$ cat src/rtl/fmacl_pkg.sv
// fmacl_pkg: shared types, constants and helpers for the first-match access list.
// Used by every module of the first_match_ip_acl_unit block but fmacl_ram; depends on nothing.
`timescale 1ns / 1ps
`default_nettype none

package fmacl_pkg;

   localparam int NUM_RULES = 16;
   localparam int IDX_W     = (NUM_RULES > 1) ? $clog2(NUM_RULES) : 1;
   localparam int CNT_W     = $clog2(NUM_RULES + 1);

   localparam int ADDR_W    = 32;
   localparam int PORT_W    = 16;
   localparam int PLEN_W    = 6;
   localparam int RIDX_W    = 4;
   localparam int RCNT_W    = 5;
   localparam int CSR_IDX_W = 1;
   localparam int CSR_DAT_W = 5;
   localparam int MAX_PLEN  = 32;

   localparam logic [CSR_IDX_W-1:0] CSR_ACL_ENABLED = 1'd0;
   localparam logic [CSR_IDX_W-1:0] CSR_RULE_COUNT  = 1'd1;

   typedef enum logic {
      CMD_WRITE = 1'b0,
      CMD_CHECK = 1'b1
   } cmd_type;

   typedef enum logic {
      S_IDLE = 1'b0,
      S_SCAN = 1'b1
   } state_type;

   // one stored rule; addresses are kept already masked
   typedef struct packed {
      logic                action;
      logic [PLEN_W-1:0]   dst_plen;
      logic [PORT_W-1:0]   dst_port;
      logic [ADDR_W-1:0]   dst_addr;
      logic [PLEN_W-1:0]   src_plen;
      logic [PORT_W-1:0]   src_port;
      logic [ADDR_W-1:0]   src_addr;
   } rule_type;

   localparam int RULE_W = $bits(rule_type);

   // controller to datapath
   typedef struct packed {
      logic             wr;
      logic             load;
      logic             rd_en;
      logic [IDX_W-1:0] rd_addr;
      logic             finish;
      logic             hit;
      logic [IDX_W-1:0] hit_idx;
      logic             enabled;
   } dp_cmd_type;

   function automatic logic [PLEN_W-1:0] sat_plen(input logic [PLEN_W-1:0] len);
      logic [PLEN_W-1:0] res;
      res = (32'(len) > MAX_PLEN) ? PLEN_W'(MAX_PLEN) : len;
      return res;
   endfunction

   function automatic logic [ADDR_W-1:0] prefix_mask(input logic [PLEN_W-1:0] len);
      logic [ADDR_W-1:0] res;
      res = ~({ADDR_W{1'b1}} >> sat_plen(len));
      return res;
   endfunction

endpackage

`default_nettype wire

$ cat src/rtl/first_match_ip_acl_unit.sv
// Top level of the first-match IPv4 access list: joins fmacl_ctrl and fmacl_dp.
// Depends on fmacl_pkg, fmacl_ctrl, fmacl_dp and fmacl_ram.
//
// A word is taken when start is high and busy is low. A rule write (command 0)
// goes into the table at that edge, leaves busy low and returns nothing; writes
// to a slot at or beyond the table size are dropped. A check (command 1) scans
// rules 0 to rule_count-1 (rule_count saturated at the table size) one per cycle
// out of a table memory with one write port, one read port and registered read:
// busy stays high until the scan ends, at the first hit or after the last rule,
// and is high for one cycle only when the list is disabled or rule_count is 0. Its
// word appears on the rsp_ ports for exactly one cycle under rsp_valid, in the
// first cycle with busy low again, and the next word may be taken in that same
// cycle. The receiver cannot stall, so rsp_valid must be sampled every cycle.
// Slots never written read back as garbage.
// Write csr registers only while no check is in flight.
`timescale 1ns / 1ps
`default_nettype none

module first_match_ip_acl_unit (
   input  wire logic                              clock,
   input  wire logic                              reset,
   input  wire logic                              start,
   output logic                                   busy,
   input  wire logic                              req_command,
   input  wire logic [fmacl_pkg::RIDX_W-1:0]      req_rule_index,
   input  wire logic [fmacl_pkg::ADDR_W-1:0]      req_src_addr,
   input  wire logic [fmacl_pkg::PORT_W-1:0]      req_src_port,
   input  wire logic [fmacl_pkg::ADDR_W-1:0]      req_dst_addr,
   input  wire logic [fmacl_pkg::PORT_W-1:0]      req_dst_port,
   input  wire logic [fmacl_pkg::PLEN_W-1:0]      req_src_prefix_len,
   input  wire logic [fmacl_pkg::PLEN_W-1:0]      req_dst_prefix_len,
   input  wire logic                              req_permit,
   output logic                                   rsp_valid,
   output logic                                   rsp_blocked,
   output logic                                   rsp_matched,
   output logic [fmacl_pkg::RIDX_W-1:0]           rsp_hit_index,
   input  wire logic                              csr_wr_en,
   input  wire logic [fmacl_pkg::CSR_IDX_W-1:0]   csr_index,
   input  wire logic [fmacl_pkg::CSR_DAT_W-1:0]   csr_wdata
);

   fmacl_pkg::dp_cmd_type cmd;
   logic                  match;

   fmacl_ctrl u_ctrl (
      .clock          (clock),
      .reset          (reset),
      .start          (start),
      .busy           (busy),
      .req_command    (req_command),
      .req_rule_index (req_rule_index),
      .csr_wr_en      (csr_wr_en),
      .csr_index      (csr_index),
      .csr_wdata      (csr_wdata),
      .match          (match),
      .cmd            (cmd)
   );

   fmacl_dp u_dp (
      .clock              (clock),
      .reset              (reset),
      .cmd                (cmd),
      .req_rule_index     (req_rule_index),
      .req_src_addr       (req_src_addr),
      .req_src_port       (req_src_port),
      .req_dst_addr       (req_dst_addr),
      .req_dst_port       (req_dst_port),
      .req_src_prefix_len (req_src_prefix_len),
      .req_dst_prefix_len (req_dst_prefix_len),
      .req_permit         (req_permit),
      .match              (match),
      .rsp_valid          (rsp_valid),
      .rsp_blocked        (rsp_blocked),
      .rsp_matched        (rsp_matched),
      .rsp_hit_index      (rsp_hit_index)
   );

endmodule

`default_nettype wire

$ cat src/rtl/fmacl_ram.sv
// fmacl_ram: generic single-port-write, single-port-read RAM with registered read.
// Stand-alone; holds the rule table of the access list.
`timescale 1ns / 1ps
`default_nettype none

module fmacl_ram #(
   parameter int WIDTH = 8,
   parameter int DEPTH = 16
) (
   input  wire logic                   clock,
   input  wire logic                   wr_en,
   input  wire logic [((DEPTH > 1) ? $clog2(DEPTH) : 1)-1:0] wr_addr,
   input  wire logic [WIDTH-1:0]       wr_data,
   input  wire logic                   rd_en,
   input  wire logic [((DEPTH > 1) ? $clog2(DEPTH) : 1)-1:0] rd_addr,
   output logic      [WIDTH-1:0]       rd_data
);

   logic [WIDTH-1:0] mem_ff [DEPTH];
   logic [WIDTH-1:0] rd_data_ff;

   always_ff @(posedge clock) begin
      if (wr_en) begin
         mem_ff[wr_addr] <= wr_data;
      end
      if (rd_en) begin
         rd_data_ff <= mem_ff[rd_addr];
      end
   end

   assign rd_data = rd_data_ff;

endmodule

`default_nettype wire

$ cat src/rtl/fmacl_dp.sv
// fmacl_dp: rule storage, connection capture, rule compare and result register.
// Depends on fmacl_pkg and fmacl_ram; driven by fmacl_ctrl.
`timescale 1ns / 1ps
`default_nettype none

module fmacl_dp (
   input  wire logic                               clock,
   input  wire logic                               reset,
   input  wire fmacl_pkg::dp_cmd_type              cmd,
   input  wire logic [fmacl_pkg::RIDX_W-1:0]       req_rule_index,
   input  wire logic [fmacl_pkg::ADDR_W-1:0]       req_src_addr,
   input  wire logic [fmacl_pkg::PORT_W-1:0]       req_src_port,
   input  wire logic [fmacl_pkg::ADDR_W-1:0]       req_dst_addr,
   input  wire logic [fmacl_pkg::PORT_W-1:0]       req_dst_port,
   input  wire logic [fmacl_pkg::PLEN_W-1:0]       req_src_prefix_len,
   input  wire logic [fmacl_pkg::PLEN_W-1:0]       req_dst_prefix_len,
   input  wire logic                               req_permit,
   output logic                                    match,
   output logic                                    rsp_valid,
   output logic                                    rsp_blocked,
   output logic                                    rsp_matched,
   output logic [fmacl_pkg::RIDX_W-1:0]            rsp_hit_index
);

   fmacl_pkg::rule_type                  wr_rule;
   fmacl_pkg::rule_type                  rd_rule;
   logic [fmacl_pkg::RULE_W-1:0]         rd_word;

   logic [fmacl_pkg::ADDR_W-1:0] src_addr_ff, src_addr_in;
   logic [fmacl_pkg::PORT_W-1:0] src_port_ff, src_port_in;
   logic [fmacl_pkg::ADDR_W-1:0] dst_addr_ff, dst_addr_in;
   logic [fmacl_pkg::PORT_W-1:0] dst_port_ff, dst_port_in;

   logic                         valid_ff, valid_in;
   logic                         blocked_ff, blocked_in;
   logic                         matched_ff, matched_in;
   logic [fmacl_pkg::RIDX_W-1:0] hit_index_ff, hit_index_in;

   logic src_ok, dst_ok;

   always_comb begin
      wr_rule.action   = req_permit;
      wr_rule.src_plen = fmacl_pkg::sat_plen(req_src_prefix_len);
      wr_rule.dst_plen = fmacl_pkg::sat_plen(req_dst_prefix_len);
      wr_rule.src_addr = req_src_addr & fmacl_pkg::prefix_mask(req_src_prefix_len);
      wr_rule.dst_addr = req_dst_addr & fmacl_pkg::prefix_mask(req_dst_prefix_len);
      wr_rule.src_port = req_src_port;
      wr_rule.dst_port = req_dst_port;
   end

   fmacl_ram #(
      .WIDTH (fmacl_pkg::RULE_W),
      .DEPTH (fmacl_pkg::NUM_RULES)
   ) u_rules (
      .clock   (clock),
      .wr_en   (cmd.wr),
      .wr_addr (fmacl_pkg::IDX_W'(req_rule_index)),
      .wr_data (wr_rule),
      .rd_en   (cmd.rd_en),
      .rd_addr (cmd.rd_addr),
      .rd_data (rd_word)
   );

   assign rd_rule = fmacl_pkg::rule_type'(rd_word);

   // port 0 on either side is a wildcard
   always_comb begin
      src_ok = ((src_addr_ff & fmacl_pkg::prefix_mask(rd_rule.src_plen)) == rd_rule.src_addr)
               && (src_port_ff == rd_rule.src_port || src_port_ff == '0
                   || rd_rule.src_port == '0);
      dst_ok = ((dst_addr_ff & fmacl_pkg::prefix_mask(rd_rule.dst_plen)) == rd_rule.dst_addr)
               && (dst_port_ff == rd_rule.dst_port || dst_port_ff == '0
                   || rd_rule.dst_port == '0);
      match  = src_ok && dst_ok;
   end

   always_comb begin
      src_addr_in  = src_addr_ff;
      src_port_in  = src_port_ff;
      dst_addr_in  = dst_addr_ff;
      dst_port_in  = dst_port_ff;
      valid_in     = cmd.finish;
      blocked_in   = blocked_ff;
      matched_in   = matched_ff;
      hit_index_in = hit_index_ff;
      if (cmd.load) begin
         src_addr_in = req_src_addr;
         src_port_in = req_src_port;
         dst_addr_in = req_dst_addr;
         dst_port_in = req_dst_port;
      end
      if (cmd.finish) begin
         matched_in   = cmd.hit;
         hit_index_in = cmd.hit ? fmacl_pkg::RIDX_W'(cmd.hit_idx) : '0;
         blocked_in   = cmd.enabled && (cmd.hit ? !rd_rule.action : 1'b1);
      end
   end

   always_ff @(posedge clock) begin
      if (reset) begin
         valid_ff <= 1'b0;
      end else begin
         valid_ff <= valid_in;
      end
   end

   always_ff @(posedge clock) begin
      src_addr_ff  <= src_addr_in;
      src_port_ff  <= src_port_in;
      dst_addr_ff  <= dst_addr_in;
      dst_port_ff  <= dst_port_in;
      blocked_ff   <= blocked_in;
      matched_ff   <= matched_in;
      hit_index_ff <= hit_index_in;
   end

   assign rsp_valid     = valid_ff;
   assign rsp_blocked   = blocked_ff;
   assign rsp_matched   = matched_ff;
   assign rsp_hit_index = hit_index_ff;

endmodule

`default_nettype wire

$ cat src/rtl/fmacl_ctrl.sv
// fmacl_ctrl: control registers and the scan state machine of the access list.
// Depends on fmacl_pkg; commands fmacl_dp through fmacl_pkg::dp_cmd_type.
`timescale 1ns / 1ps
`default_nettype none

module fmacl_ctrl (
   input  wire logic                              clock,
   input  wire logic                              reset,
   input  wire logic                              start,
   output logic                                   busy,
   input  wire logic                              req_command,
   input  wire logic [fmacl_pkg::RIDX_W-1:0]      req_rule_index,
   input  wire logic                              csr_wr_en,
   input  wire logic [fmacl_pkg::CSR_IDX_W-1:0]   csr_index,
   input  wire logic [fmacl_pkg::CSR_DAT_W-1:0]   csr_wdata,
   input  wire logic                              match,
   output fmacl_pkg::dp_cmd_type                  cmd
);

   fmacl_pkg::state_type state_ff, state_in;

   logic                          enabled_ff, enabled_in;
   logic [fmacl_pkg::RCNT_W-1:0]  rule_count_ff, rule_count_in;

   logic [fmacl_pkg::CNT_W-1:0]   cnt_ff, cnt_in;
   logic [fmacl_pkg::CNT_W-1:0]   limit_ff, limit_in;
   logic                          scan_en_ff, scan_en_in;
   logic                          pend_ff, pend_in;
   logic [fmacl_pkg::IDX_W-1:0]   pend_idx_ff, pend_idx_in;

   logic [fmacl_pkg::CNT_W-1:0]   count_sat;

   always_comb begin
      enabled_in    = enabled_ff;
      rule_count_in = rule_count_ff;
      if (csr_wr_en) begin
         case (csr_index)
            fmacl_pkg::CSR_ACL_ENABLED: enabled_in    = csr_wdata[0];
            fmacl_pkg::CSR_RULE_COUNT:  rule_count_in = fmacl_pkg::RCNT_W'(csr_wdata);
            default: ;
         endcase
      end
   end

   assign count_sat = (32'(rule_count_ff) > fmacl_pkg::NUM_RULES)
                      ? fmacl_pkg::CNT_W'(fmacl_pkg::NUM_RULES)
                      : fmacl_pkg::CNT_W'(rule_count_ff);

   always_comb begin
      state_in    = state_ff;
      cnt_in      = cnt_ff;
      limit_in    = limit_ff;
      scan_en_in  = scan_en_ff;
      pend_in     = pend_ff;
      pend_idx_in = pend_idx_ff;
      busy        = 1'b0;
      cmd         = '0;
      cmd.enabled = scan_en_ff;
      cmd.rd_addr = cnt_ff[fmacl_pkg::IDX_W-1:0];
      cmd.hit_idx = pend_idx_ff;
      case (state_ff)
         fmacl_pkg::S_IDLE: begin
            if (start) begin
               if (req_command == fmacl_pkg::CMD_CHECK) begin
                  cmd.load   = 1'b1;
                  cnt_in     = '0;
                  pend_in    = 1'b0;
                  scan_en_in = enabled_ff;
                  // a disabled list scans nothing
                  limit_in   = enabled_ff ? count_sat : '0;
                  state_in   = fmacl_pkg::S_SCAN;
               end else begin
                  cmd.wr = 32'(req_rule_index) < fmacl_pkg::NUM_RULES;
               end
            end
         end
         fmacl_pkg::S_SCAN: begin
            busy = 1'b1;
            // read of rule cnt overlaps the compare of rule pend_idx
            if (pend_ff && match) begin
               cmd.finish = 1'b1;
               cmd.hit    = 1'b1;
               state_in   = fmacl_pkg::S_IDLE;
            end else if (!pend_ff && cnt_ff >= limit_ff) begin
               cmd.finish = 1'b1;
               state_in   = fmacl_pkg::S_IDLE;
            end else if (cnt_ff < limit_ff) begin
               cmd.rd_en   = 1'b1;
               cnt_in      = cnt_ff + fmacl_pkg::CNT_W'(1);
               pend_in     = 1'b1;
               pend_idx_in = cnt_ff[fmacl_pkg::IDX_W-1:0];
            end else begin
               pend_in = 1'b0;
            end
         end
         default: begin
            state_in = fmacl_pkg::S_IDLE;
         end
      endcase
   end

   always_ff @(posedge clock) begin
      if (reset) begin
         state_ff      <= fmacl_pkg::S_IDLE;
         enabled_ff    <= 1'b0;
         rule_count_ff <= '0;
         cnt_ff        <= '0;
         limit_ff      <= '0;
         scan_en_ff    <= 1'b0;
         pend_ff       <= 1'b0;
         pend_idx_ff   <= '0;
      end else begin
         state_ff      <= state_in;
         enabled_ff    <= enabled_in;
         rule_count_ff <= rule_count_in;
         cnt_ff        <= cnt_in;
         limit_ff      <= limit_in;
         scan_en_ff    <= scan_en_in;
         pend_ff       <= pend_in;
         pend_idx_ff   <= pend_idx_in;
      end
   end

endmodule

`default_nettype wire

$ cat config.mk
export PLATFORM = sky130hd
export DESIGN_NAME = first_match_ip_acl_unit
export DESIGN_NICKNAME = d
export VERILOG_FILES = /design/src/rtl/fmacl_pkg.sv /design/src/rtl/first_match_ip_acl_unit.sv /design/src/rtl/fmacl_ram.sv /design/src/rtl/fmacl_dp.sv /design/src/rtl/fmacl_ctrl.sv
export SDC_FILE = /design/constraint.sdc
export NUM_CORES = 2
export LEC_CHECK = 0
export ABC_AREA = 1
export BUFFER_PORTS_ARGS = -buffer_cell sky130_fd_sc_hd__buf_2
export CORE_MARGIN = 1.5
export CORE_UTILIZATION = 30
export CTS_CLUSTER_DIAMETER = 150
export DETAILED_ROUTE_END_ITERATION = 10
export PLACE_DENSITY_LB_ADDON = 0.25
export SLEW_MARGIN = 0
export SYNTH_ARGS = -nofsm -noshare
export SYNTH_HDL_FRONTEND = slang
export SYNTH_SLANG_ARGS = --single-unit
$ cat constraint.sdc
create_clock -name clock -period 9.6 [get_ports clock]
set_clock_uncertainty 0.15 [all_clocks]
set_input_delay 0.96 -clock clock [delete_from_list [all_inputs] [get_ports clock]]
set_output_delay 0.96 -clock clock [all_outputs]
set_load 0.01 [all_outputs]
**Word level (Yosys, flattened, before mapping)**

Memory sizes are Yosys's and may differ from the RTL's. A register that Yosys moved wholly into a read port is not among the register bits.
Index checks and enable logic that the tools add are counted.
W data, S select, Z words.

- Register bits: 126
- Memory bits (writable): 1,744
- Output and inout bits: 8
- Word-level logic and storage cells: 109
- Memories kept: 1

Memories:

| name | words | width | rd ports | clocked after Yosys merged registers in | wr ports | RTL line | text |
|---|---|---|---|---|---|---|---|
| u_dp.u_rules.mem_ff | 16 | 109 | 1 | 1 | 1 | fmacl_ram.sv:19 | `logic [WIDTH-1:0] mem_ff [DEPTH];` |

- Add/subtract/negate cells: 1
- Order comparisons: 7
- Equal/unequal tests: 9
- Shift-type cells: 4
- Multiplexer cells: 37
- Bitwise operators: 12
- Reductions and logical operators: 22

Operators by type and width:

| operator | number |
|---|---|
| $and A32 B32 Y32 | 4 |
| $not A32 Y32 | 4 |
| $shr A32 B6 Y32 const A | 4 |
| $eq A32 B32 Y1 | 2 |
| $logic_not A16 Y1 | 4 |
| $mux W5 | 7 |
| $eq A16 B16 Y1 | 2 |
| $gt A6 B6 Y1 const B | 4 |
| $mux W6 | 4 |
| $mux W1 | 20 |
| $ne A2 B2 Y1 const B | 5 |
| $pmux W5 S2 | 1 |
| $reduce_and A4 Y1 | 2 |
| $logic_and A1 B1 Y1 | 6 |
| $mux W2 | 3 |
| $add A5 B1 Y5 const B | 1 |
| $ge A5 B5 Y1 | 1 |
| $gt A5 B5 Y1 const B | 1 |
| $lt A5 B5 Y1 | 1 |
| $reduce_and A5 Y1 | 1 |
| $logic_or A1 B1 Y1 | 4 |
| $not A1 Y1 | 4 |
| $pmux W1 S2 | 2 |
| $reduce_and A2 Y1 | 2 |
| 2 further kinds | 3 |

**Depth between registers and ports, before layout**

- Depth after elaboration: 13
- Depth in mapped cells: 21
- Depth with buffers taken out: 20

**By module**

A second synthesis with hierarchy kept.

- Cell total of the unflattened synthesis: 8,067
- Area, all modules: 85,121.6 um2

By module, submodules not included:

| module | instances | cells an instance | area an instance (um2) | seq. area each (um2) |
|---|---|---|---|---|
| fmacl_ram | 1 | 7,150 | 77,544.4 | 55,643.4 |
| fmacl_dp | 1 | 750 | 6,384.9 | 3,083.0 |
| fmacl_ctrl | 1 | 167 | 1,192.4 | 460.4 |

**Least setup slack after synthesis**

OpenSTA, ideal clock, no wires.

- Path kind: in2reg
- Start point: in start
- End point: reg u_ctrl.cnt_ff[1] (netlist name)
- Library setup time: 113 ps
- Arrival: 9,474 ps
- Data required time: 9,337 ps
- Slack: -137 ps
- Stages: 7
- Path buffers: 0
- Cell sequence: inv_1 > nor3_1 > inv_1 > nand2_1 > nand3_2 > nor2_1 > nor2_1

- Longest elaborated chain between the ends: 2

Ends and longest elaborated chain:

| what | RTL line | text |
|---|---|---|
| start, declared | first_match_ip_acl_unit.sv:22 | `input wire logic start,` |
| $ne A2 B2 Y1 (no source line) | - |  |
| $reduce_and A5 Y1 (no source line) | - |  |
| end signal, assigned | fmacl_ctrl.sv:116 | `cnt_ff <= cnt_in;` |
| end, declared | fmacl_ctrl.sv:25 | `logic [fmacl_pkg::CNT_W-1:0] cnt_ff, cnt_in;` |

Every way passes these cells.
A chain may end at the register's enable or synchronous reset.

==> metrics <==
outcome=finished clean; maximum fanout along the worst path=58; buffer levels on the longest clock path=3; critical register-to-register path endpoint=u_dp.u_rules.rd_data[36]; Die ar.=263000 µm²; Tmin final=5.11 ns; total of fill cells in the finished design=25129; unrepaired setup endpoints after global routing=false; Hold Path End=u_dp.dst_addr_ff[0]; clock buffer count from CTS=206; Reg area=59200 µm²; worst path required time=9.91 ns; sink count of the clock tree=1979; final-stage net count=5976; maximum number of pins on one net before global-route repair=198; height of the chip=513 µm; total count of max-transition violations in the final report=0; post-route setup TNS=0 ns; ratio of cells with drive above 1 in the final layout=0.0963; number of antenna violations at the first check in global routing=21; number of global-route vias before repair=47501; maximum VDD drop=0.159 mV; Synth Register Bits=1979; critical path arrival=5.42 ns; count of different cell masters after synthesis=41; mean cell area of the mapped netlist=13.5 µm²; Max-Slew Margin vs Limit=0.0464; number of max-cap violations=0; depth of the worst register-to-register path=17; kind of end point of the critical path=flip-flop; yosys synthesis warning count=0; die width=513 µm; count of mapped cells out of synthesis=5795; Layout area overhead=14.5%; number of buffers added to fix hold violations after cts=0; Port Buffers=131; last weighted congestion value of the routability-driven placer=0.844; post-cts resize count=0; share of the clock period used by the worst path after layout=0.532; standard-cell row count=187; core utilization of the finished layout=0.345; multi-input gate area in the final layout=17000 µm²; Final Hold Vio Count=0; Std-Cell Core Area=259000 µm²; cell depth of the worst min-delay path=1; count of H-tree levels built during CTS=4; total congestion overflow=0; CP Launch Type=flip-flop; half-perimeter wire length after detailed placement=122 mm; total wire length=241 mm; Final Instance Count excl. Fillers=9427; source-to-sink clock delay at the later pin of the worst-skew pair=0.85 ns; share of the yosys chip area belonging to registers=0.758; Remaining DRCs=0; FMAX=196 MHz; First-pass DRT Iterations=6; start point of the worst min-delay path=req_dst_addr[0]; CTS clk-pin slew, worst paths=0.06 ns; buffer count from post-CTS setup fixing=0; Non-Filler Cell Area, Final=89400 µm²; clock tree from TritonCTS=done; synthesized netlist net count=5925; classification of the worst setup path=reg -> reg; All-Layer GR Usage=0.179; global-route wire length before repair=346 mm; detailed-route via count=49752; worst setup slack for register-to-register paths=4.49 ns; pwr/cell area=213 nW/µm²; DP Cell Count=9039; initial standard-cell utilization of the core=0.301; placement-stage cell area=82600 µm²; path type of the worst min-delay path=in -> reg; count of endpoints failing setup in the final report=0; number of primary I/O pins=132; worst-margin pin slew=1.43 ns; post-synth design cell area=78100 µm²; R2R Path Start=u_dp.u_rules.rd_data[53]; vias per cell=5.28; number of antenna-violating nets in the routed design=0; Initial DRC Count=5573; WL per Instance=25.5 µm; Leakage=0.0289 µW; Root Buffer=sky130_fd_sc_hd__clkbuf_16
registers in the layout, indices dropped and copies added, names as in the netlist:
| name | flops |
|---|---|
| u_dp.u_rules.mem_ff | 1744 |
| u_dp.u_rules.rd_data | 109 |
| u_dp.dst_addr_ff | 32 |
| u_dp.src_addr_ff | 32 |
| u_dp.dst_port_ff | 16 |
| u_dp.src_port_ff | 16 |
| u_ctrl.cnt_ff | 5 |
| u_ctrl.limit_ff | 5 |
| u_ctrl.rule_count_ff | 5 |
| u_ctrl.pend_idx_ff | 4 |
| u_dp.rsp_hit_index | 4 |
| u_ctrl.enabled_ff | 1 |
| u_ctrl.pend_ff | 1 |
| u_ctrl.scan_en_ff | 1 |
| u_ctrl.state_ff | 1 |
| u_dp.rsp_blocked | 1 |
| u_dp.rsp_matched | 1 |
| u_dp.rsp_valid | 1 |
cells by family (layout without fill, tap and decap cells):
logic type | after synthesis | in the layout | share of synthesized area
compound gates | 1513 | 1513 | 0.119
xor+xnor | 53 | 53 | 0.00604
fa+ha+maj | 6 | 6 | 0.000962
buf+inv | 529 | 756 | 0.0256
flops | 1979 | 1979 | 0.758
other cells | 0 | 3 | 0
simple gates | 1715 | 1715 | 0.0898
worst max-delay path by stage:
| stage | startpoint | endpoint | slack, ns | cells after the start |
|---|---|---|---|---|
| 3_5_place_dp | u_dp.u_rules.rd_data[53] | u_dp.u_rules.rd_data[36] | 4.49 | 17 |
| 4_1_cts | u_dp.u_rules.rd_data[53] | u_dp.u_rules.rd_data[35] | 4.49 | 17 |
| 6_report | u_dp.u_rules.rd_data[53] | u_dp.u_rules.rd_data[36] | 4.49 | 17 |
| 3_3_place_gp | req_dst_prefix_len[1] | u_dp.u_rules.mem_ff[5][71] | 4.53 | 13 |
| 5_1_grt | u_dp.u_rules.rd_data[53] | u_dp.u_rules.rd_data[21] | 4.20 | 17 |
| 2_1_floorplan | start | u_dp.u_rules.mem_ff[12][0] | 2.84 | 4 |
layout make-up:
type                    instances  area share
diodes                          3   0.0000840
clock buffers                 245      0.0605
clock inverters               139      0.0145
inverters                     149     0.00659
multi-input cells            3287       0.190
flip-flops and latches       1979       0.662
well taps                    3402      0.0476
repair buffers                223      0.0179
cell usage in the layout, fill, tap and decap left out, drive strengths merged, types with 5 or more instances in the layout:
cell type / synthesis / routed
edfxtp: 1955 / 1955
nor2: 1037 / 1037
o21ai: 905 / 905
nand2: 379 / 379
o221ai: 331 / 331
clkbuf: 356 / 245
buf: 24 / 223
nand3: 197 / 197
inv: 147 / 157
o211ai: 109 / 109
clkinv: 2 / 106
o22ai: 105 / 105
nand4: 46 / 46
xnor2: 36 / 36
a21oi: 29 / 29
dfxtp: 24 / 24
bufinv: 0 / 21
a21boi: 17 / 17
xor2: 17 / 17
or2: 16 / 16
nand3b: 15 / 15
nor4: 15 / 15
o21a: 9 / 9
nor3: 7 / 7
ha: 6 / 6
o211a: 5 / 5
critical path, cell delays in order, from the launching register on:
cell,delay (ns)
sky130_fd_sc_hd__edfxtp_1,0.60
sky130_fd_sc_hd__nor2_1,0.71
sky130_fd_sc_hd__nand2_1,0.29
sky130_fd_sc_hd__inv_1,0.19
sky130_fd_sc_hd__nand2_1,0.09
sky130_fd_sc_hd__nand2_1,0.06
sky130_fd_sc_hd__nand2_1,0.06
sky130_fd_sc_hd__nand2_1,0.05
sky130_fd_sc_hd__nand3b_1,0.10
sky130_fd_sc_hd__nor2_1,0.05
sky130_fd_sc_hd__nand2_1,0.07
sky130_fd_sc_hd__nor2_1,0.05
sky130_fd_sc_hd__nand3_1,0.11
sky130_fd_sc_hd__nor2_2,0.12
sky130_fd_sc_hd__nand2_1,0.09
sky130_fd_sc_hd__nand3_2,0.22
sky130_fd_sc_hd__inv_6,0.59
sky130_fd_sc_hd__buf_4,0.94
power by group:
part	leakage, µW	total (µW)	switching, µW	internal, µW
Clock	0.00330	8000	3420	4580
Sequential	0.0179	9710	67.2	9640
Combinational	0.00768	1360	1020	338
routing by layer:
layer | vias up | track usage | wire length (µm)
li1 | 21962 | - | -
met1 | 25633 | 0.259 | 110000
met2 | 1838 | 0.278 | 109000
met3 | 309 | 0.0291 | 16400
met4 | 10 | 0.0424 | 4990
met5 | - | 0 | 65
stage by stage:
step | setup slack (ns) | power (µW) | hold slack [ns]
2_1_floorplan | 2.84 | 10600 | 0.289
3_3_place_gp | 4.53 | 11200 | 0.308
3_5_place_dp | 4.49 | 11200 | 0.310
4_1_cts | 4.49 | 19200 | 0.114
5_1_grt | 4.20 | 19700 | 0.142
6_report | 4.49 | 19100 | 0.180
cell usage after synthesis, drive strengths merged:
cell type  count  area (µm²)
a21boi        17         128
nor4          15        93.8
o221ai       331        2900
o21a           9        67.6
nor2        1037        3920
nand4         46         294
clkbuf       356        1340
nand3b        15         113
o211a          5        50.1
o211ai       109         818
a21oi         29         145
buf           24         106
or2           16         100
o31ai          1        7.51
dfxtp         24         480
or3            1        6.26
o21bai         1        7.51
nand3        197        1010
a211o          1        8.76
xor2          17         156
clkinv         2        7.51
inv          147         552
ha             6        75.1
nor3           7        35.0
o22ai        105         657
nor3b          2        15.0
edfxtp      1955       58700
nand2        379        1430
o21ai        905        4530
xnor2         36         315
(Power assumes the default switching activity.)
